File: src/rtl/bfte_pkg.sv
// Shared types, codes and helpers of the face triangle expander.
package bfte_pkg;

  // Request codes carried in req_type.
  localparam logic REQ_WRITE = 1'b0;
  localparam logic REQ_FACE  = 1'b1;

  // Face kinds that are expanded.
  localparam logic signed [31:0] KIND_POLYGON = 32'sd1;
  localparam logic signed [31:0] KIND_MESH    = 32'sd3;

  // Result kinds.
  localparam logic OUT_TRIANGLE = 1'b0;
  localparam logic OUT_EMPTY    = 1'b1;

  // Configuration register indexes.
  localparam logic [0:0] REG_VERTEX_LIMIT = 1'b0;
  localparam logic [0:0] REG_TABLE_USED   = 1'b1;

  localparam logic [15:0] VERTEX_LIMIT_RST = 16'd1;
  localparam logic [12:0] TABLE_USED_RST   = 13'd0;

  // Triangle counts of one face fit in seven bits (cap is at most 64).
  localparam int TRI_W = 7;

  // Division of a value below 256 by three: (x * 171) >> 9.
  localparam int RECIP3       = 171;
  localparam int RECIP3_SHIFT = 9;

  // Depth of the command queue between front and back.
  localparam int QUEUE_DEPTH = 2;
  localparam int QPTR_W      = 1;
  localparam int QCNT_W      = 2;

  typedef struct packed {
    logic               req_type;
    logic [11:0]        entry_slot;
    logic signed [31:0] entry_offset;
    logic signed [31:0] face_kind;
    logic signed [31:0] base_vertex;
    logic signed [31:0] first_entry;
    logic signed [31:0] entry_total;
  } in_t;

  typedef struct packed {
    logic        out_kind;
    logic [15:0] corner_a;
    logic [15:0] corner_b;
    logic [15:0] corner_c;
    logic [31:0] built_count;
    logic [31:0] skipped_count;
    logic        truncated;
    logic        last;
  } out_t;

  // Classified command passed from the front to the back.
  typedef struct packed {
    logic               is_write;
    logic [11:0]        entry_slot;
    logic signed [31:0] entry_offset;
    logic signed [31:0] base_vertex;
    logic signed [31:0] first_entry;
    logic [TRI_W-1:0]   tris;
    logic               trunc;
  } cmd_t;

  // Configuration as seen by the back.
  typedef struct packed {
    logic [15:0] vertex_limit;
    logic [12:0] table_used;
  } cfg_t;

  typedef enum logic [2:0] {
    ST_IDLE,
    ST_CHECK,
    ST_READ,
    ST_FETCH,
    ST_LOAD
  } back_state_e;

  function automatic logic [31:0] sat_inc(input logic [31:0] v);
    return (v == 32'hFFFF_FFFF) ? v : v + 32'd1;
  endfunction

endpackage

File: src/rtl/bfte_front.sv
// Front end: accepts input items, drops those without effect and classifies the rest.
module bfte_front #(
  parameter int TABLE_DEPTH       = 4096,
  parameter int FACE_TRIANGLE_CAP = 64
) (
  input  logic           in_valid_i,
  output logic           in_ready_o,
  input  bfte_pkg::in_t  in_item_i,
  input  logic           q_full_i,
  output logic           push_o,
  output bfte_pkg::cmd_t cmd_o
);

  // A face with at least this many offsets has more triangles than the cap.
  localparam int TruncAt = 3 * (FACE_TRIANGLE_CAP + 1);

  logic        slot_ok;
  logic        face_ok;
  logic        keep;
  logic        trunc;
  logic [16:0] prod;

  always_comb begin
    slot_ok = int'(in_item_i.entry_slot) < TABLE_DEPTH;
    face_ok = ((in_item_i.face_kind == bfte_pkg::KIND_POLYGON) ||
               (in_item_i.face_kind == bfte_pkg::KIND_MESH)) &&
              (in_item_i.entry_total >= 32'sd3);
    keep = (in_item_i.req_type == bfte_pkg::REQ_WRITE) ? slot_ok : face_ok;
    trunc = in_item_i.entry_total >= 32'(TruncAt);
    // Below the truncation point the total is under 256, so three divides it
    // through a reciprocal multiply.
    prod = 17'(in_item_i.entry_total[7:0]) * 17'(bfte_pkg::RECIP3);

    cmd_o.is_write     = (in_item_i.req_type == bfte_pkg::REQ_WRITE);
    cmd_o.entry_slot   = in_item_i.entry_slot;
    cmd_o.entry_offset = in_item_i.entry_offset;
    cmd_o.base_vertex  = in_item_i.base_vertex;
    cmd_o.first_entry  = in_item_i.first_entry;
    cmd_o.trunc        = trunc;
    cmd_o.tris         = trunc ? bfte_pkg::TRI_W'(FACE_TRIANGLE_CAP)
                               : prod[bfte_pkg::RECIP3_SHIFT +: bfte_pkg::TRI_W];
  end

  assign in_ready_o = !q_full_i;
  assign push_o     = in_valid_i && !q_full_i && keep;

endmodule

File: config.mk
export PLATFORM = sky130hd
export DESIGN_NAME = bfte_front
export DESIGN_NICKNAME = d
export VERILOG_FILES = /design/src/rtl/bfte_pkg.sv /design/src/rtl/bfte_front.sv
export SDC_FILE = /design/constraint.sdc
export NUM_CORES = 1
export LEC_CHECK = 0
export BUFFER_PORTS_ARGS = -buffer_cell sky130_fd_sc_hd__buf_2
export CORE_AREA = 2 2 113 115
export DETAILED_ROUTE_END_ITERATION = 7
export DIE_AREA = 0 0 115 117
export SETUP_SLACK_MARGIN = 0.05
export SYNTH_ARGS = -nofsm -noshare
export SYNTH_HDL_FRONTEND = slang
export SYNTH_SLANG_ARGS = --single-unit
export TNS_END_PERCENT = 30
File: constraint.sdc
create_clock -name vclk -period 5
set_input_delay 1 -clock vclk [all_inputs]
set_output_delay 1 -clock vclk [all_outputs]
set_load 0.01 [all_outputs]
---- Yosys cells after proc, flatten, opt, wreduce, memory -nomap -nowiden ----
Cells that the tools add are included.
word-level totals
  bits of input ports ..................... 175
  flip-flop bits (word level) ............. 0
  word-level logic and storage cells ...... 13
operators by class
  magnitude comparators ................... 2
  mux-type cells .......................... 2
  $mul .................................... 1
  reductions and logical operators ........ 5
  equal/unequal tests ..................... 2
  bitwise gates (word level) .............. 1
operator list
  cell                                                   number
  equality test 32 x 2 -> 1 bit (second input constant)  1
  equality test 32 x 3 -> 1 bit (second input constant)  1
  >= comparator 32 x 3 -> 1 bit (second input constant)  1
  >= comparator 32 x 9 -> 1 bit (second input constant)  1
  multiplier 8 x 8 -> 16 bit (second input constant)     1
  2-to-1 mux 7 bit                                       1
  logical AND 1 bit                                      3
  zero test 1 bit                                        1
  logical OR 1 bit                                       1
  2-to-1 mux 1 bit                                       1
  NOT 1 bit                                              1

---- Logic depth before layout (Yosys ltp) ----
  word-level depth ........................ 5
  gate-level depth with buffers ........... 12
  gate-level depth less buffers ........... 12

---- Worst setup path before layout ----
OpenSTA, ideal clock, no wires.
  path kind ............................... input to output
  start ................................... input port in_item_i[1] (netlist name)
  end ..................................... output port cmd_o[7] (netlist name)
  stages .................................. 12
  arrival time ............................ 4193 ps
  buffers on the path ..................... 0
  path slack .............................. -193 ps
  cells stage by stage .................... ha_1 fa_1 fa_1 inv_1 fa_1 inv_1 ha_1 a21oi_1 o21ai_1 a221o_1 o21a_1 o21ai_1
RTL lines
  item         RTL line          source
  from (decl)  bfte_front.sv:8   input bfte_pkg::in_t in_item_i,
  to (decl)    bfte_front.sv:11  output bfte_pkg::cmd_t cmd_o

==> flow_summary.ini <==
[status]
outcome = finished with violations
violations = negative setup slack

[worst_hold_path]
timing.hold.worst_path_depth = 0
type_of_the_most_critical_hold_path = primary input to primary output
whs_endpoint = cmd_o[100]
holdCritStartpoint = in_item_i[156]

[finish]
ff_latch_area_um2 = 0
layout.sequential_cells = 0
num_antenna_cells = 0
final_cell_count_without_fillers = 439
layout.nets = 523
drive_above_1_share_pct = 44.3
flow.area_growth_from_synthesis_pct = 4.41
nClkBuffers = 0
final_core_util_pct = 19.7

[routing]
vias_after_detailed_routing = 1785
wl_per_cell_um = 13.1
post-route-drc-count = 0
drt-pass1-iter-count = 4
totalWireLength_um = 5740
drt_first_iter_violations = 49
via_density_per_instance = 4.07
number_of_antenna_violating_nets_in_the_routed_design = 0

[synth]
synth_seq_area_share_pct = 0
synthMostInstantiatedCell = buf_4
synth_warnings = 0
synth_nets = 526
top_post_synthesis_cells_by_count = buf_4, ha_1, inv_1
mappedNetlistArea_um2 = 2330
synth_area_leaders = buf_4, ha_1, fa_1
post_synthesis_cells = 294
synth_area_per_cell_um2 = 7.92
synth.lib_cells_used.distinct = 35
netlist.area_leader.share_pct = 35.1
synthDominantAreaCellType = buf_4

[placement]
finalWeightedCongestion = 0.902
preCtsSetupSlack_ps = -349
io_buffer_count = 77
detailedPlacementHpwl_um = 5050
place.detailed.instances = 438

[sta]
count_of_endpoints_failing_hold_in_the_final_timing_report = 0
timing.final.crit_share_pct = 103
post-route-worst-setup-slack_ps = -132
worst_slew_pin_slew_ps = 480
final.min_clock_period_ps = 5130
setup_violations = 5
rsz0062_at_grt = true
hold-worst-slack_ps = 2000
max_freq_ghz = 0.195
timing.final.max_slew_violations = 0
worst_slew_margin_rel_pct = 67.6
setup_total_negative_slack_ps = -406

[global_route]
grt_pass1_vias = 1906
largest_net_degree_at_the_start_of_global_routing = 8
grtUsageTotal_pct = 8.26
globalRoute.totalOverflow = 0
antenna_found_initial = 0
wire_length_of_the_first_global_routing_pass_um = 9150

[floorplan]
die_footprint_um2 = 13500
initial_utilization_pct = 18.9
die_width_um = 115
die_height_um = 117
core.rowCount = 41
floorplan.core_area_um2 = 12300
floorplan.io_pins = 294

[critical_path]
worst-setup-path-type = primary input to primary output
crit_path_cell_trace = buf_8 > ha_4 > fa_1 > fa_1 > inv_1 > fa_1 > inv_2 > ha_4 > a21oi_4 > o21ai_1 > a221o_1 > o21a_1 > o21ai_2 > buf_2
critPathCaptureType = primary output
cp-start-kind = primary input
cp_data_arrival_time_ps = 4130
cpPeakStageDelay_ps = 490
required_ps = 4000
worstPathMaxFanout = 3
critical-path-top-cell-by-count = fa_1
slowest_stage = fa_1

[power_and_ir_drop]
power_density_nw_per_um2 = 260
max-vdd-ir-drop_uv = 103
cellLeakagePower_nw = 1.26

[run]
drv_cap = 0
## worst max-delay path by stage
stage / startpoint / to / cells past startpoint
2_1_floorplan: in_item_i[1] / cmd_o[6] / 12
3_3_place_gp: in_item_i[1] / cmd_o[7] / 14
3_5_place_dp: in_item_i[1] / cmd_o[6] / 14
4_1_cts: in_item_i[3] / cmd_o[7] / 14
5_1_grt: in_item_i[3] / cmd_o[5] / 13
6_report: in_item_i[3] / cmd_o[7] / 14
## through the flow
| stage | instance area, um2 | power (mW) |
|---|---|---|
| after floorplan | 2360 | 0.405 |
| after global placement | 2310 | 0.537 |
| after detailed placement | 2310 | 0.547 |
| after CTS | 2410 | 0.610 |
| after global routing | 2430 | 0.710 |
| final | 2430 | 0.633 |
## worst max-delay path: cells and delay by family
kind                     cells  cell delay, ps
AO/OA/AOI/OAI                5             870
adder cells (fa/ha/maj)      5            1900
buffers and inverters        4             350
## repair_timing
item | in CTS | in global routing
hold buffers | 0 | 0
buffers inserted | 1 | 0
endpoints found under the setup margin | 7 | 7
hold endpoints to repair | 0 | 0
pin swaps | 12 | 1
gates resized for setup | 21 | 5
## where the power goes
| group | switching [mW] | internal (mW) |
|---|---|---|
| logic | 0.319 | 0.314 |
| registers | 0 | 0 |
| clock network | 0 | 0 |
## cell usage in the layout (no fill, tap or decap), types with 2 or more instances in the layout
| cell | synthesis | layout |
|---|---|---|
| nand2_1 | 7 | 6 |
| nor3_1 | 5 | 5 |
| and4_1 | 2 | 2 |
| o21ai_1 | 3 | 2 |
| fa_1 | 12 | 12 |
| a21o_1 | 2 | 2 |
| inv_1 | 40 | 39 |
| ha_4 | 0 | 4 |
| nand3_1 | 5 | 5 |
| a21oi_2 | 0 | 2 |
| o21ai_0 | 5 | 3 |
| o21a_1 | 3 | 3 |
| buf_4 | 109 | 28 |
| ha_1 | 45 | 41 |
| nand4_1 | 7 | 7 |
| or4_4 | 2 | 2 |
| a21oi_1 | 9 | 6 |
| o211ai_1 | 2 | 2 |
| xnor2_1 | 2 | 2 |
| nor4_1 | 12 | 11 |
| nor2_1 | 4 | 4 |
| o21ai_2 | 0 | 3 |
| buf_2 | 0 | 74 |
## layout make-up
type | count | area (um2)
Inverter | 41 | 156
Tap cell | 150 | 188
Multi-Input combinational cell | 144 | 1480
Timing Repair Buffer | 104 | 607
Fill cell | 1388 | 9880
## metal layers
layer | global-route usage (%) | share of wire, % | vias to the layer above
li1 | - | - | 874
met1 | 10.5 | 45 | 844
met2 | 14.1 | 46 | 49
met3 | 2.06 | 6.7 | 18
met4 | 1.93 | 1.4 | 0
met5 | 0 | 0 | -
## cell families after synthesis
group           count (synthesis)  synth area share, %
xor+xnor                        2                0.752
buf+inv                       150                 41.9
fa+ha+maj                      57                 34.5
compound gates                 33                 9.51
simple gates                   52                 13.4
Power figures use the tool's default switching activity.
