<file path="src/rtl/bfte_pkg.sv">
// Shared types, codes and helpers of the face triangle expander.
package bfte_pkg;

  // Request codes carried in req_type.
  localparam logic REQ_WRITE = 1'b0;
  localparam logic REQ_FACE  = 1'b1;

  // Face kinds that are expanded.
  localparam logic signed [31:0] KIND_POLYGON = 32'sd1;
  localparam logic signed [31:0] KIND_MESH    = 32'sd3;

  // Result kinds.
  localparam logic OUT_TRIANGLE = 1'b0;
  localparam logic OUT_EMPTY    = 1'b1;

  // Configuration register indexes.
  localparam logic [0:0] REG_VERTEX_LIMIT = 1'b0;
  localparam logic [0:0] REG_TABLE_USED   = 1'b1;

  localparam logic [15:0] VERTEX_LIMIT_RST = 16'd1;
  localparam logic [12:0] TABLE_USED_RST   = 13'd0;

  // Triangle counts of one face fit in seven bits (cap is at most 64).
  localparam int TRI_W = 7;

  // Division of a value below 256 by three: (x * 171) >> 9.
  localparam int RECIP3       = 171;
  localparam int RECIP3_SHIFT = 9;

  // Depth of the command queue between front and back.
  localparam int QUEUE_DEPTH = 2;
  localparam int QPTR_W      = 1;
  localparam int QCNT_W      = 2;

  typedef struct packed {
    logic               req_type;
    logic [11:0]        entry_slot;
    logic signed [31:0] entry_offset;
    logic signed [31:0] face_kind;
    logic signed [31:0] base_vertex;
    logic signed [31:0] first_entry;
    logic signed [31:0] entry_total;
  } in_t;

  typedef struct packed {
    logic        out_kind;
    logic [15:0] corner_a;
    logic [15:0] corner_b;
    logic [15:0] corner_c;
    logic [31:0] built_count;
    logic [31:0] skipped_count;
    logic        truncated;
    logic        last;
  } out_t;

  // Classified command passed from the front to the back.
  typedef struct packed {
    logic               is_write;
    logic [11:0]        entry_slot;
    logic signed [31:0] entry_offset;
    logic signed [31:0] base_vertex;
    logic signed [31:0] first_entry;
    logic [TRI_W-1:0]   tris;
    logic               trunc;
  } cmd_t;

  // Configuration as seen by the back.
  typedef struct packed {
    logic [15:0] vertex_limit;
    logic [12:0] table_used;
  } cfg_t;

  typedef enum logic [2:0] {
    ST_IDLE,
    ST_CHECK,
    ST_READ,
    ST_FETCH,
    ST_LOAD
  } back_state_e;

  function automatic logic [31:0] sat_inc(input logic [31:0] v);
    return (v == 32'hFFFF_FFFF) ? v : v + 32'd1;
  endfunction

endpackage

</file>
<file path="src/rtl/bfte_queue.sv">
// Short command queue between the front and the back.
module bfte_queue (
  input  logic           clk_i,
  input  logic           rst_ni,
  input  logic           push_i,
  input  bfte_pkg::cmd_t cmd_i,
  output logic           full_o,
  output logic           valid_o,
  output bfte_pkg::cmd_t cmd_o,
  input  logic           pop_i
);

  bfte_pkg::cmd_t                   entry_q [bfte_pkg::QUEUE_DEPTH];
  logic [bfte_pkg::QPTR_W-1:0]      wr_ptr_q, wr_ptr_d;
  logic [bfte_pkg::QPTR_W-1:0]      rd_ptr_q, rd_ptr_d;
  logic [bfte_pkg::QCNT_W-1:0]      cnt_q, cnt_d;
  logic                             do_push, do_pop;

  assign full_o  = (cnt_q == bfte_pkg::QCNT_W'(bfte_pkg::QUEUE_DEPTH));
  assign valid_o = (cnt_q != '0);
  assign cmd_o   = entry_q[rd_ptr_q];

  always_comb begin
    do_push  = push_i && !full_o;
    do_pop   = pop_i && valid_o;
    wr_ptr_d = do_push ? wr_ptr_q + 1'b1 : wr_ptr_q;
    rd_ptr_d = do_pop ? rd_ptr_q + 1'b1 : rd_ptr_q;
    cnt_d    = cnt_q;
    if (do_push && !do_pop) begin
      cnt_d = cnt_q + 1'b1;
    end else if (do_pop && !do_push) begin
      cnt_d = cnt_q - 1'b1;
    end
  end

  always_ff @(posedge clk_i or negedge rst_ni) begin
    if (!rst_ni) begin
      wr_ptr_q <= '0;
      rd_ptr_q <= '0;
      cnt_q    <= '0;
    end else begin
      wr_ptr_q <= wr_ptr_d;
      rd_ptr_q <= rd_ptr_d;
      cnt_q    <= cnt_d;
    end
  end

  always_ff @(posedge clk_i) begin
    if (do_push) begin
      entry_q[wr_ptr_q] <= cmd_i;
    end
  end

endmodule

</file>
<file path="config.mk">
export PLATFORM = sky130hd
export DESIGN_NAME = bfte_queue
export DESIGN_NICKNAME = d
export VERILOG_FILES = /design/src/rtl/bfte_pkg.sv /design/src/rtl/bfte_queue.sv
export SDC_FILE = /design/constraint.sdc
export NUM_CORES = 1
export LEC_CHECK = 0
export ABC_AREA = 1
export BUFFER_PORTS_ARGS = -buffer_cell sky130_fd_sc_hd__buf_2
export CORE_MARGIN = 8
export CORE_UTILIZATION = 49
export CTS_BUF_LIST = sky130_fd_sc_hd__clkbuf_4
export DETAILED_ROUTE_END_ITERATION = 8
export GPL_ROUTABILITY_DRIVEN = 0
export GPL_TIMING_DRIVEN = 0
export HOLD_SLACK_MARGIN = 0.12
export PLACE_DENSITY = 0.78
export SLEW_MARGIN = 5
export SYNTH_ARGS = -nofsm -noshare
export SYNTH_HDL_FRONTEND = slang
export SYNTH_SLANG_ARGS = --single-unit
</file>
<file path="constraint.sdc">
create_clock -name clk_i -period 5.7 [get_ports clk_i]
set_input_delay 1.14 -clock clk_i [delete_from_list [all_inputs] [get_ports clk_i]]
set_output_delay 1.14 -clock clk_i [all_outputs]
set_load 0.03 [all_outputs]
</file>
# After elaboration in Yosys (flattened, before gate mapping)
# Memory sizes are Yosys's and may differ from the RTL's.
# Index checks and enable logic that the tools add are counted.
# word_totals
regBits	4
latch_bits	0
ram_bits	234
romBits	0
input_bits	121
elab_cells	22
n_memories	1
# classes
add_sub_neg	4
mul	0
div	0
n_lt_le_gt_ge	0
n_eq_ne	1
shifts	0
muxes	4
n_bitwise	0
reduce_logical	9
# memory_table
memory	depth	word_bits	rd	rd_clocked_by_memory_dff	wr	line	rtl
entry_q	2	117	1	0	1	bfte_queue.sv:13	bfte_pkg::cmd_t entry_q [bfte_pkg::QUEUE_DEPTH];
# op_table
op	n
$logic_and 1x1->1	4
$mux 2	2
$reduce_bool 2->1	2
$logic_not 1->1	3
$add 1x1->1 const B	2
$add 2x1->2 const B	1
$eq 2x2->1 const B	1
$mux 1	2
$sub 2x1->2 const B	1

# Logic depth before layout (Yosys ltp)
# depth
depth_word	7
mapped_depth	9

# Worst setup path before layout
# No wires, ideal clock.
# synth_timing
path_type	in2reg
start	input port push_i
end	memory entry_q[1][0] (netlist name) (enable)
setup_ps	594
arrival_ps	6108
setup_slack_ps	-1003
stages	2
n_path_buf	0
path_cell_list	o21ai_0 nor2_1
# synth_between
elab_chain_cells	3
# synth_lines
element	line	rtl
from (decl)	bfte_queue.sv:5	input logic push_i,
$logic_and 1x1->1	bfte_queue.sv:24	do_push = push_i && !full_o;
$mux 1	bfte_queue.sv:49	if (do_push) begin
$mux 1 (implied by the code)	bfte_queue.sv:50	entry_q[wr_ptr_q] <= cmd_i;
to (decl)	bfte_queue.sv:13	
# No other way between the ends.

==> impl_metrics.py <==
metrics = {
    "finish": {
        "multi_input_area_um2": 1420,
        "layoutNonFillerInstCount": 1206,
        "fin_nets": 1068,
        "areaGrowthSynthToFinish_pct": 26.7,
        "fillers": 1333,
        "layout-drive-gt1-share": 0.353,
        "diodes": 0,
        "seq_area_um2": 7130,
        "final_util": 0.635,
    },
    "global_route": {
        "use_met1": 0.186,
        "globalRouteMet2Util": 0.295,
        "busiest_layer": "met2",
        "met3_usage": 0.0831,
        "grt_pass1_wl_mm": 30.1,
        "grt_pass1_vias": 5925,
        "grt_usage": 0.174,
        "grt_antenna_before_repair": 4,
        "grt_max_degree": 74,
        "grt-ovfl-total": 0,
    },
    "clocking": {
        "cts_tree": "yes",
        "cts_resized": 0,
        "cts-root-buf": "clkbuf_4",
        "clk_latency_ps": 650,
        "clock_path_buffers": 3,
        "h-tree-depth": 2,
        "cts_setup_buffers": 0,
        "clock-sinks": 238,
        "path_clk_slew_ps": 70,
        "cts-buffers-inserted": 58,
        "holdBufCountCts": 0,
    },
    "critical_path": {
        "cp.required_ps": 4560,
        "crit_top_cell": "nand2_1",
        "cp.arrival_ps": 2150,
        "worst_setup_path_start_kind": "register",
        "path_cells": "inv_2 -> clkbuf_1 -> nand2_1 -> nand2_1 -> buf_2",
        "cp-end-kind": "output port",
        "critPathKind": "register to output port",
        "max_stage_delay_ps": 490,
        "path_max_fanout": 10,
        "worst-path-buf-inv": 3,
        "critical-path-top-delay-family": "buffers and inverters",
        "slowest_stage": "clkbuf_1",
    },
    "route": {
        "first_pass_iters": 5,
        "routedWlPerCell_um": 16.5,
        "drc_errors": 0,
        "vias": 5713,
        "vias_per_cell": 4.74,
        "postRouteAntennaNets": 0,
        "drt_iter0_drc": 284,
        "finalWirelength_mm": 19.9,
    },
    "power_and_ir_drop": {
        "ir_drop_mv": 0.333,
        "fin_total_pwr_uw": 6420,
        "p_per_area_nw_per_um2": 582,
        "power.leakage_uw": 0.00486,
    },
    "sta": {
        "slew_violations": 0,
        "final-hold-violation-count": 0,
        "setup_viol": 0,
        "skew_ps": 31.0,
        "fmax_ghz": 0.304,
        "fin_crit_sh": 0.578,
        "min_period_ps": 3290,
        "relSlewSlack": 0.506,
        "rsz0062_at_grt": "false",
        "tightest_slew_ps": 739,
    },
    "placed_design": {
        "post-place-cells": 1111,
        "portBuffers": 239,
        "place_hpwl_mm": 13.9,
    },
    "floorplanning": {
        "die_x_um": 149,
        "start_util": 0.502,
        "dieArea_um2": 22300,
        "core_area_um2": 17400,
        "fp.dieH_um": 149,
        "io_pins": 240,
        "rows": 48,
    },
    "synthesis": {
        "ys_warn_count": 0,
        "synthCells": 642,
        "synth.avg_cell_area_um2": 13.6,
        "synth_cell_types": 15,
        "synth_seq_cells": 238,
        "synth_fp_nets": 764,
        "synth_ff_type": "edfxtp_1",
        "synth_edf_count": 234,
        "mappedNetlistArea_um2": 8700,
        "ys_seq_area_frac": 0.819,
        "synthArstFlopShare": 0.0168,
    },
    "worst_hold_path": {
        "min_path_type": "input pin to async pin",
    },
    "run": {
        "drv_cap": 0,
    },
    "run_status": {
        "status": "finished clean",
    },
}
==> metrics by stage <==
| step | hold WS, ps | instance area [µm²] | setup slack (ps) | setup TNS, ps |
|---|---|---|---|---|
| 5_1_grt | 230 | 11000 | 2210 | 0 |
| 2_1_floorplan | 442 | 8710 | 958 | 0 |
| 3_5_place_dp | 471 | 10300 | 2820 | 0 |
| 4_1_cts | 222 | 11000 | 2290 | 0 |
| 3_3_place_gp | 456 | 10200 | -783 | -90580 |
| 6_report | 281 | 11000 | 2410 | 0 |
==> logic make-up (layout without fill, tap and decap cells) <==
logic type | Yosys count | after routing | share of synthesized area
xor+xnor | 1 | 1 | 0.00101
buf+inv | 33 | 372 | 0.0190
fa+ha+maj | 1 | 1 | 0.00144
simple gates | 368 | 368 | 0.159
compound gates | 1 | 1 | 0.000574
flops | 238 | 238 | 0.819
==> synthesized netlist by cell type (2+ instances only) <==
cell type,n,share of area
buf_2,12,0.0069
buf_6,3,0.0039
clkbuf_1,9,0.0039
dfrtp_1,4,0.011
edfxtp_1,234,0.81
inv_1,7,0.0030
nand2_1,362,0.16
nand3_1,2,0.0011
nor2_1,3,0.0013
==> state kept, by name, indices dropped and copies added, names as in the netlist <==
register and cells:
entry_q 234, cnt_q 2, rd_ptr_q 1, wr_ptr_q 1
==> worst paths after layout <==
check	from	end	slack (ps)	depth (start not counted)
max	rd_ptr_q	cmd_o[1]	2410	5
min	rst_ni	rd_ptr_q	280	1
max reg2reg	cnt_q[1]	entry_q[1][68]	3580	5
min reg2reg	wr_ptr_q	wr_ptr_q	480	2
max in group asynchronous	rst_ni	cnt_q[1]	5290	1
min in group clk_i	wr_ptr_q	wr_ptr_q	480	2
==> layer usage <==
metal,share of wire,vias to the layer above
met4,0.018,6
li1,-,2817
met5,0.0020,-
met3,0.11,42
met1,0.37,2615
met2,0.50,233
==> report_power, final <==
part | switching, µW | internal, µW
combinational | 1960 | 647
sequential | 86.3 | 2380
clock | 613 | 731
total | 2660 | 3760
==> area by class of cell <==
class | count | area share
clock inverters | 15 | 0.00987
clock buffers | 80 | 0.0545
flip-flops and latches | 238 | 0.646
inverters | 8 | 0.00318
plain buffers | 25 | 0.0123
multi-input cells | 371 | 0.129
repair buffers | 244 | 0.120
well taps | 225 | 0.0255
==> placed cells by master (no fill, tap or decap), types with 3 or more instances in the layout <==
cell type and instances:
dfrtp_1 4, clkbuf_4 80, buf_6 3, buf_16 3, nand2_1 362, edfxtp_1 234, clkinv_1 12, inv_1 6
clkbuf_1 9, buf_2 251
No activity file was read; power rests on OpenSTA's default activity.
